--- config.mk ---
export PLATFORM = sky130hd
export DESIGN_NAME = gbzc_front
export DESIGN_NICKNAME = d
export VERILOG_FILES = /design/src/gbzc_pkg.sv /design/src/gbzc_front.sv
export SDC_FILE = /design/constraint.sdc
export NUM_CORES = 1
export LEC_CHECK = 0
export BUFFER_PORTS_ARGS = -buffer_cell sky130_fd_sc_hd__buf_2
export CORE_ASPECT_RATIO = 0.7
export CORE_MARGIN = 2
export CORE_UTILIZATION = 52
export DETAILED_ROUTE_END_ITERATION = 7
export GPL_TIMING_DRIVEN = 0
export PLACE_DENSITY = 0.8
export SLEW_MARGIN = 20
export SYNTH_ARGS = -nofsm -noshare
export SYNTH_HDL_FRONTEND = slang
export SYNTH_SLANG_ARGS = --single-unit
--- constraint.sdc ---
create_clock -name i_clk -period 6.8 [get_ports i_clk]
set_clock_uncertainty 0.1 [all_clocks]
set_input_delay 0.34 -clock i_clk [delete_from_list [all_inputs] [get_ports i_clk]]
set_output_delay 0.34 -clock i_clk [all_outputs]
set_load 0.02 [all_outputs]
--- src/gbzc_pkg.sv ---
// ----------------------------------------------------------------------------
// gbzc_pkg
// Shared types and constants of the grid bilinear z compensation unit.
// ----------------------------------------------------------------------------
package gbzc_pkg;

    // command codes on the input item
    localparam logic [1:0] CMD_CLEAR = 2'd0;
    localparam logic [1:0] CMD_WRITE = 2'd1;
    localparam logic [1:0] CMD_COMP  = 2'd2;

    // configuration register indexes
    localparam logic [2:0] REG_ORIGIN_X = 3'd0;
    localparam logic [2:0] REG_ORIGIN_Y = 3'd1;
    localparam logic [2:0] REG_SPAN_X   = 3'd2;
    localparam logic [2:0] REG_SPAN_Y   = 3'd3;
    localparam logic [2:0] REG_COLS     = 3'd4;
    localparam logic [2:0] REG_ROWS     = 3'd5;
    localparam logic [2:0] REG_LIMIT    = 3'd6;
    localparam logic [2:0] REG_FADE     = 3'd7;

    // not-set marker of a grid cell
    localparam logic signed [23:0] NOT_SET = 24'sh800000;
    localparam logic [16:0]        ONE_Q16 = 17'h10000;

    // divider sizes: 42 bit numerator, 21 bit divisor and quotient
    localparam int DIV_NW = 42;
    localparam int DIV_DW = 21;
    localparam int DIV_QW = 21;

    // operation decided by the front end
    typedef enum logic [1:0] {
        OP_CLEAR,
        OP_WRITE,
        OP_COMP,
        OP_NOP
    } t_op;

    // one queued item
    typedef struct packed {
        t_op                op;
        logic [3:0]         col;
        logic [3:0]         row;
        logic signed [23:0] height;
        logic signed [20:0] tx;
        logic signed [20:0] ty;
        logic signed [20:0] tz;
        logic               inv;
    } t_item;

    // configuration seen by the back end, grid sides already clamped
    typedef struct packed {
        logic signed [20:0] origin_x;
        logic signed [20:0] origin_y;
        logic signed [20:0] span_x;
        logic signed [20:0] span_y;
        logic [4:0]         cols;
        logic [4:0]         rows;
        logic [19:0]        limit;
        logic [19:0]        fade;
    } t_cfg;

endpackage

--- src/gbzc_front.sv ---
// ----------------------------------------------------------------------------
// gbzc_front
// Classifies incoming items and holds them in a two-entry queue.
// ----------------------------------------------------------------------------
module gbzc_front import gbzc_pkg::*; (
    input  logic               i_clk,
    input  logic               i_rst_n,
    input  logic               i_push,
    input  logic [1:0]         i_cmd,
    input  logic [3:0]         i_cell_col,
    input  logic [3:0]         i_cell_row,
    input  logic signed [23:0] i_cell_height,
    input  logic signed [20:0] i_target_x,
    input  logic signed [20:0] i_target_y,
    input  logic signed [20:0] i_target_z,
    input  logic               i_inverse,
    input  logic [4:0]         i_cols,
    input  logic [4:0]         i_rows,
    input  logic               i_pop,
    output t_item              o_head,
    output logic               o_head_valid,
    output logic               o_full
);

    t_item      n_item;
    t_item      r_q [2];
    logic       r_wp;
    logic       r_rp;
    logic [1:0] r_cnt;

    // classify the command; writes outside the used grid do nothing
    always_comb begin
        n_item.col    = i_cell_col;
        n_item.row    = i_cell_row;
        n_item.height = i_cell_height;
        n_item.tx     = i_target_x;
        n_item.ty     = i_target_y;
        n_item.tz     = i_target_z;
        n_item.inv    = i_inverse;
        case (i_cmd)
            CMD_CLEAR: n_item.op = OP_CLEAR;
            CMD_WRITE: begin
                if (({1'b0, i_cell_col} < i_cols) && ({1'b0, i_cell_row} < i_rows))
                    n_item.op = OP_WRITE;
                else
                    n_item.op = OP_NOP;
            end
            CMD_COMP:  n_item.op = OP_COMP;
            default:   n_item.op = OP_NOP;
        endcase
    end

    // queue pointers
    always_ff @(posedge i_clk) begin
        if (!i_rst_n) begin
            r_wp  <= 1'b0;
            r_rp  <= 1'b0;
            r_cnt <= 2'd0;
        end else begin
            if (i_push)
                r_wp <= ~r_wp;
            if (i_pop)
                r_rp <= ~r_rp;
            r_cnt <= r_cnt + {1'b0, i_push} - {1'b0, i_pop};
        end
    end

    // queue storage
    always_ff @(posedge i_clk) begin
        if (i_push)
            r_q[r_wp] <= n_item;
    end

    assign o_head       = r_q[r_rp];
    assign o_head_valid = (r_cnt != 2'd0);
    assign o_full       = (r_cnt == 2'd2);

endmodule

* Word-level counts from Yosys, hierarchy flattened
Memory sizes are Yosys's and may differ from the RTL's. A register that Yosys moved wholly into a read port is not among the register bits. Cells that the tools add are included.
Word-level totals: memory bits (read-only) 0, RAM bits 196, bits in registers 4, word-level logic and storage cells 22, bits in latches 0, memories 1
Operators by class: reduce and logical (&&, ||, !) cells 3, div/mod/pow operators 0, shift-type cells 0, equal/unequal tests 3, bitwise logic cells 2, add/subtract/negate cells 2, $mul 0, order comparisons 2, mux-type cells 6
Memories:
- r_q | depth 2, bits a word 98, read ports 1, clocked after Yosys merged registers in 1, wr ports 1, line gbzc_front.sv:26 | t_item r_q [2];
Operators by type and width (count):
- $lt 4x5->1 | 2
- $pmux 2 s3 | 1
- $eq 2x2->1 const B | 2
- $mux 1 | 4
- $add 2x1->2 | 1
- $eq 2x1->1 const B | 1
- $logic_not 2->1 | 1
- $mux 2 | 1
- $not 1->1 | 2
- $reduce_bool 2->1 | 1
- $sub 2x1->2 | 1
- $logic_and 1x1->1 | 1

* Longest topological paths before layout
Gate-level depths: netlist of the first run.
word-level depth 4, mapped depth 6, depth with buffers taken out 6

* Least setup slack after synthesis of the first run
Ideal clock, no wire load.
kind flip-flop to flip-flop, start register r_wp, end memory r_q[0][0] (netlist name) (enable), arrival 4657 ps, setup time 568 ps, path slack 1475 ps, buffers on the path 0, cell stages (with the launch flop) 2, period minus slack after synthesis 5325 ps, path through dfxtp_1 -> nor2b_1
RTL lines:
- start: declaration | line gbzc_front.sv:27 | logic r_wp;
- start signal: assignment | line gbzc_front.sv:61 | r_wp <= ~r_wp;
- end: declaration | line gbzc_front.sv:26
No word-level cell before the write port.

==> results of run 1 <==
==> power groups by stage <==
stage               clock [mW]  combinational [mW]  sequential (mW)
global placement             0               0.342             1.48
detailed placement           0               0.365             1.47
global route              1.18               0.438             1.45
finish                    1.10               0.410             1.45
floorplan                    0               0.223             1.48
CTS                       1.13               0.412             1.45
==> cells by family (layout without fill, tap and decap cells) <==
group / after synthesis / after routing / share of synthesized area
flops: 201 / 201 / 0.801
mux: 98 / 98 / 0.148
buf+inv: 20 / 369 / 0.0129
simple gates: 16 / 16 / 0.0144
fa+ha+maj: 8 / 8 / 0.0134
compound gates: 5 / 5 / 0.00770
xor+xnor: 3 / 3 / 0.00351
==> cell usage in the layout, fill, tap and decap left out, types with 2 or more instances in the layout <==
master / n
nor2b_1: 2
xnor2_1: 2
clkinv_2: 3
inv_1: 8
mux2_1: 2
edfxtp_1: 196
and2_1: 4
ha_1: 8
dlygate4sd3_1: 97
mux2_2: 96
o21a_1: 2
buf_2: 219
buf_16: 3
buf_4: 3
nor4b_1: 2
clkbuf_16: 21
clkinvlp_4: 2
buf_12: 2
clkinv_1: 7
dfxtp_1: 5
nor2_1: 2
bufinv_16: 3
==> layout make-up <==
| cell class | instances | area (sq um) |
|---|---|---|
| inverter | 8 | 30.0 |
| timing repair buffer | 313 | 2150 |
| clock buffer | 21 | 526 |
| clock inverter | 15 | 146 |
| tap | 190 | 238 |
| sequential | 201 | 5990 |
| fill | 817 | 3420 |
| buffer | 12 | 66.3 |
| multi-input combinational | 130 | 1410 |
==> synth_stat cells <==
master / count / area, sq um
nor4b_1: 2 / 17.5
a2111oi_4: 1 / 27.5
a31oi_1: 1 / 6.26
inv_1: 8 / 30.0
nor2_1: 2 / 7.51
buf_4: 3 / 22.5
nand2b_1: 1 / 6.26
xnor2_1: 2 / 17.5
and2_1: 5 / 31.3
edfxtp_1: 196 / 5890
nand2b_4: 1 / 13.8
or2_2: 1 / 6.26
a211o_1: 1 / 8.76
dfxtp_1: 5 / 100
nor2b_1: 3 / 18.8
mux2_1: 2 / 22.5
or3_1: 1 / 6.26
mux2_2: 96 / 1080
ha_1: 8 / 100
xor2_1: 1 / 8.76
clkbuf_1: 1 / 3.75
buf_2: 8 / 40.0
o21a_1: 2 / 15.0
==> sequential cells by signal, indices dropped and copies added (netlist names), named ones only <==
register	flops
r_q	196
r_rp	1
r_wp	1
r_cnt	2
==> worst paths after layout <==
path / slack [ps] / endpoint
max: 4350 / o_head[87]
max reg2reg: 5000 / r_q[1][65]$_DFFE_PP_
min: 80 / r_q[0][96]$_DFFE_PP_
min reg2reg: 510 / register
==> metal layers <==
layer  global-route usage  part of all wire  wire (microns)
met1                0.236              0.39            6120
met4               0.0481             0.017             274
met3               0.0561             0.077            1220
met5                    0                 0               0
met2                0.369              0.52            8090
==> metrics by stage <==
stage / cell area [sq um] / setup TNS (ps) / worst slack [ps]
finish: 10500 / 0 / 4350
floorplan: 7480 / 0 / 1480
detailed placement: 8900 / 0 / 4770
global placement: 8770 / -67490 / -689
CTS: 10500 / 0 / 4280
global route: 10500 / 0 / 4230
==> timing repair <==
item | 4_1_cts | 5_1_grt
hold buffers | 97 | 0
gates resized for setup | 0 | 0
endpoints found under the hold margin | 193 | 0
==> reports/metrics.csv, run 1 <==
metric;value;unit
numCtsBuffers;20;
fin_cells;890;
seq_area_frac_synth;0.801;
die_w;147;microns
vias;4332;
placedCellCount;757;
antenna_left;0;
cp_data_required_time;6360;ps
peakVddDrop;0.000207;V
start_util;0.535;
cts_root_buffer;clkbuf_16;
end_kind;output port;
avgSynthCellArea;21.3;sq um
layout.nets;806;
p_sw;0.667;mW
drt_iter0_markers;192;
synthCells;351;
drc;0;
crit_buf_inv;4;
cts-htree-levels;1;
rsz0062_at_grt;no;
p_leak;4.10;nW
area_growth;41.0;%
internal-power;2.30;mW
ys_warn_count;0;
cp_cell_sequence;buf_2, buf_4, buf_4, mux2_2, buf_2;
cts_tree;built;
fp.dieArea;0.0154;sq mm
insertion_delay;480;ps
drive_gt1_frac;0.510;
grt_use_total;0.202;
hp-start;i_cmd[0];
min_delay_path_depth;2;
grt_pass1_wl;24.1;mm
num_io_pins;212;
hold_viol;0;
gr-total-overflow;0;
slew_viol_final;0;
r2r_cells;2;
synth_nets;471;
fmax;408;MHz
start_kind;register;
core;0.0140;sq mm
min_path_type;primary input to register;
antenna_found_initial;0;
cellPowerDensity;281;mW/mm^2
p_sw_frac;0.225;
finalSetupViolations;0;
slew_headroom;0.566;
avgViaCountPerCell;4.87;
slowest_delay;360;ps
min_period;2450;ps
syn_area;0.00748;sq mm
dr.pass1.iters;4;
cp.arrival;2010;ps
path_class;register to output port;
p_total;2.96;mW
slowest_stage;mux2_2;
io_buffers;211;
power_frac_clock;0.373;
path_depth;5;
clk_pin_slew;60;ps
cts_sinks;201;
p_seq_frac;0.489;
rr_startpoint;r_wp$_SDFFE_PN0P_;
drt_wl_total;15.7;mm
num_antenna_cells;0;
cp_top_family;buffers and inverters;
fp-row-count;36;
die_height;104;microns
post_cts_buffers;0;
critPathMaxFanout;10;
dp_hpwl;9.88;mm
grt_pass1_vias;4834;
comb_power_share;0.138;
fin_crit_sh;0.361;
clk_path_buf_depth;3;
grt_max_degree;56;
wl_per_cell;17.6;microns
globalplace.congestion;0.761;
tightestPinTransition;651;ps
synthDistinctLibCells;23;
whs;75.2;ps
outcome;finished, final reports clean;
finish.utilization;0.755;
ys_ff_latch;201;
cap_violations;0;
No activity file was read; power rests on OpenSTA's default activity.
==> inputs of run 2 (changes only) <==
- CORE_UTILIZATION: 52 -> 47
- PLACE_DENSITY: 0.8 -> 0.76
- clock period: 6.8 -> 2.2 ns (I/O delays scaled with it)
==> run 2 against run 1 <==
Worst hold slack better by 130 ps. Non-clock buffer count rose by 4. Highest routed layer unchanged. Sequential power grew to 3.1 times the previous value.
==> reports/metrics.csv, run 2 (synthesized netlist as in run 1, its figures left out) <==
metric;value;unit;change
drive_gt1_frac;0.508;;-0.00220
cp_data_required_time;1990;ps;-4370 ps
numCtsBuffers;20;;unchanged
fp-row-count;38;;+5.6%
fin_cells;905;;+1.7%
p_seq_frac;0.489;;about the same
final_cell_mix;buf_2 (218), edfxtp_1 (196), dlygate4sd3_1 (102), mux2_2 (96), clkbuf_16 (21);;
fin_crit_sh;0.954;;
io_buffers;211;;unchanged
vias;4414;;+1.9%
layout.nets;811;;+0.62%
cellPowerDensity;865;mW/mm^2;+210%
post_cts_buffers;0;;unchanged
grt_use_total;0.178;;-0.0239
p_total;9.17;mW;+210%
fin_tns_setup;0;ps;unchanged
rsz0062_at_grt;no;;
start_util;0.481;;-0.0546
fp.dieArea;0.0170;sq mm;+10%
insertion_delay;470;ps;about the same
gr-total-overflow;0;;unchanged
cp.arrival;1890;ps;-120 ps
p_leak;4.11;nW;+0.42%
area_growth;41.8;%;
r2r_cells;4;;+2
reg_top3;r_q (196), r_cnt (2);;
end_kind;output port;;
final_common_cell;buf_2;;
die_w;155;microns;+5.0%
clk_path_buf_depth;3;;unchanged
hold_viol;0;;unchanged
path_class;register to output port;;
antenna_found_initial;0;;unchanged
core;0.0155;sq mm;+11%
dp_hpwl;9.78;mm;-1.1%
grt_max_degree;53;;-5.4%
slew_headroom;0.533;;-0.0332
fillers;1012;;+24%
finalSetupViolations;0;;unchanged
cts_tree;built;;
globalplace.congestion;0.725;;-4.8%
internal-power;7.07;mW;+210%
p_sw_frac;0.229;;+0.00349
wl_per_cell;17.5;microns;-0.61%
slew_viol_final;0;;unchanged
largest_reg_flops;196;;unchanged
min_delay_path_depth;3;;+1
die_height;110;microns;+5.0%
cts_sinks;201;;unchanged
num_io_pins;212;;unchanged
comb_power_share;0.139;;about the same
grt_pass1_vias;4630;;-4.2%
min_period;2100;ps;
finish.utilization;0.682;;-0.0736
whs;202;ps;+127 ps
grt_pass1_wl;23.4;mm;-3.0%
start_kind;register;;
min_path_type;primary input to register;;
p_sw;2.10;mW;+210%
fmax;477;MHz;
avgViaCountPerCell;4.88;;+0.20%
cts-htree-levels;1;;unchanged
dr.pass1.iters;4;;unchanged
top_register;r_q;;
drc;0;;unchanged
drt_wl_total;15.9;mm;+1.1%
power_frac_clock;0.373;;about the same
antenna_left;0;;unchanged
cts_root_buffer;clkbuf_16;;
outcome;finished, final reports clean;;
num_antenna_cells;0;;unchanged
placedCellCount;766;;+1.2%
tightestPinTransition;701;ps;+49.8 ps
peakVddDrop;0.000673;V;+220%
critPathMaxFanout;10;;unchanged
drt_iter0_markers;206;;+7.3%
cap_violations;0;;unchanged
clk_pin_slew;70;ps;about the same
run 2: changes by cell type in the layout (fill, tap and decap cells not counted), sizes merged:
cell	change
clkinv	-3
bufinv	-1
clkinvlp	-1
buf	-1
clkbuf	+5
nor2b	+1
dlygate4sd3	+5
run 2: routing by layer:
metal / part of all wire / track usage / vias to the layer above
li1: - / - / 2061
met1: 0.41 / 0.222 / 2182
met2: 0.50 / 0.311 / 148
met3: 0.066 / 0.0489 / 23
met4: 0.018 / 0.0476 / 0
met5: 0 / 0 / -
run 2: what timing repair did:
item | CTS | global route
endpoints found under the setup margin | 20 | 1
hold buffers | 102 | 0
gates cloned | 0 | 1
gates resized for setup | 2 | 0
hold endpoints to repair | 201 | 0
run 2: area by class of cell:
| type | count | area, sq um | share of cell area |
|---|---|---|---|
| clock buffer | 26 | 564 | 0.0532 |
| inverter | 8 | 30.0 | 0.00283 |
| timing repair buffer | 317 | 2170 | 0.205 |
| sequential | 201 | 5990 | 0.565 |
| buffer | 12 | 72.6 | 0.00685 |
| multi-input combinational | 131 | 1410 | 0.133 |
| clock inverter | 10 | 109 | 0.0103 |
| tap | 200 | 250 | 0.0236 |
run 2: power groups by stage:
stage	clock network, mW	registers [mW]	logic, mW
2_1_floorplan	0	4.55	0.692
3_3_place_gp	0	4.56	1.06
3_5_place_dp	0	4.56	1.12
4_1_cts	3.50	4.48	1.27
5_1_grt	3.66	4.49	1.35
6_report	3.42	4.48	1.27
run 2: worst paths after layout:
check                                             to              start  slack, ps
worst max-delay path                      o_head[92]           register        100
worst min-delay path            r_q[1][97]$_DFFE_PP_          i_rows[4]        200
worst max register to register     r_wp$_SDFFE_PN0P_  r_wp$_SDFFE_PN0P_        240
worst min register to register              register  r_rp$_SDFFE_PN0P_        510
run 2: worst max-delay path, stage by stage (launching register included):
cell and delay, ps:
dfxtp_1 310, buf_4 180, buf_6 180, buf_4 210
mux2_2 360, buf_2 160
run 2: per-stage QoR:
stage               instance area (sq um)  setup WS (ps)
global placement                     8790           -805
detailed placement                   8890            243
finish                              10600            102
CTS                                 10600           48.2
floorplan                            7490           -104
global route                        10600           5.17
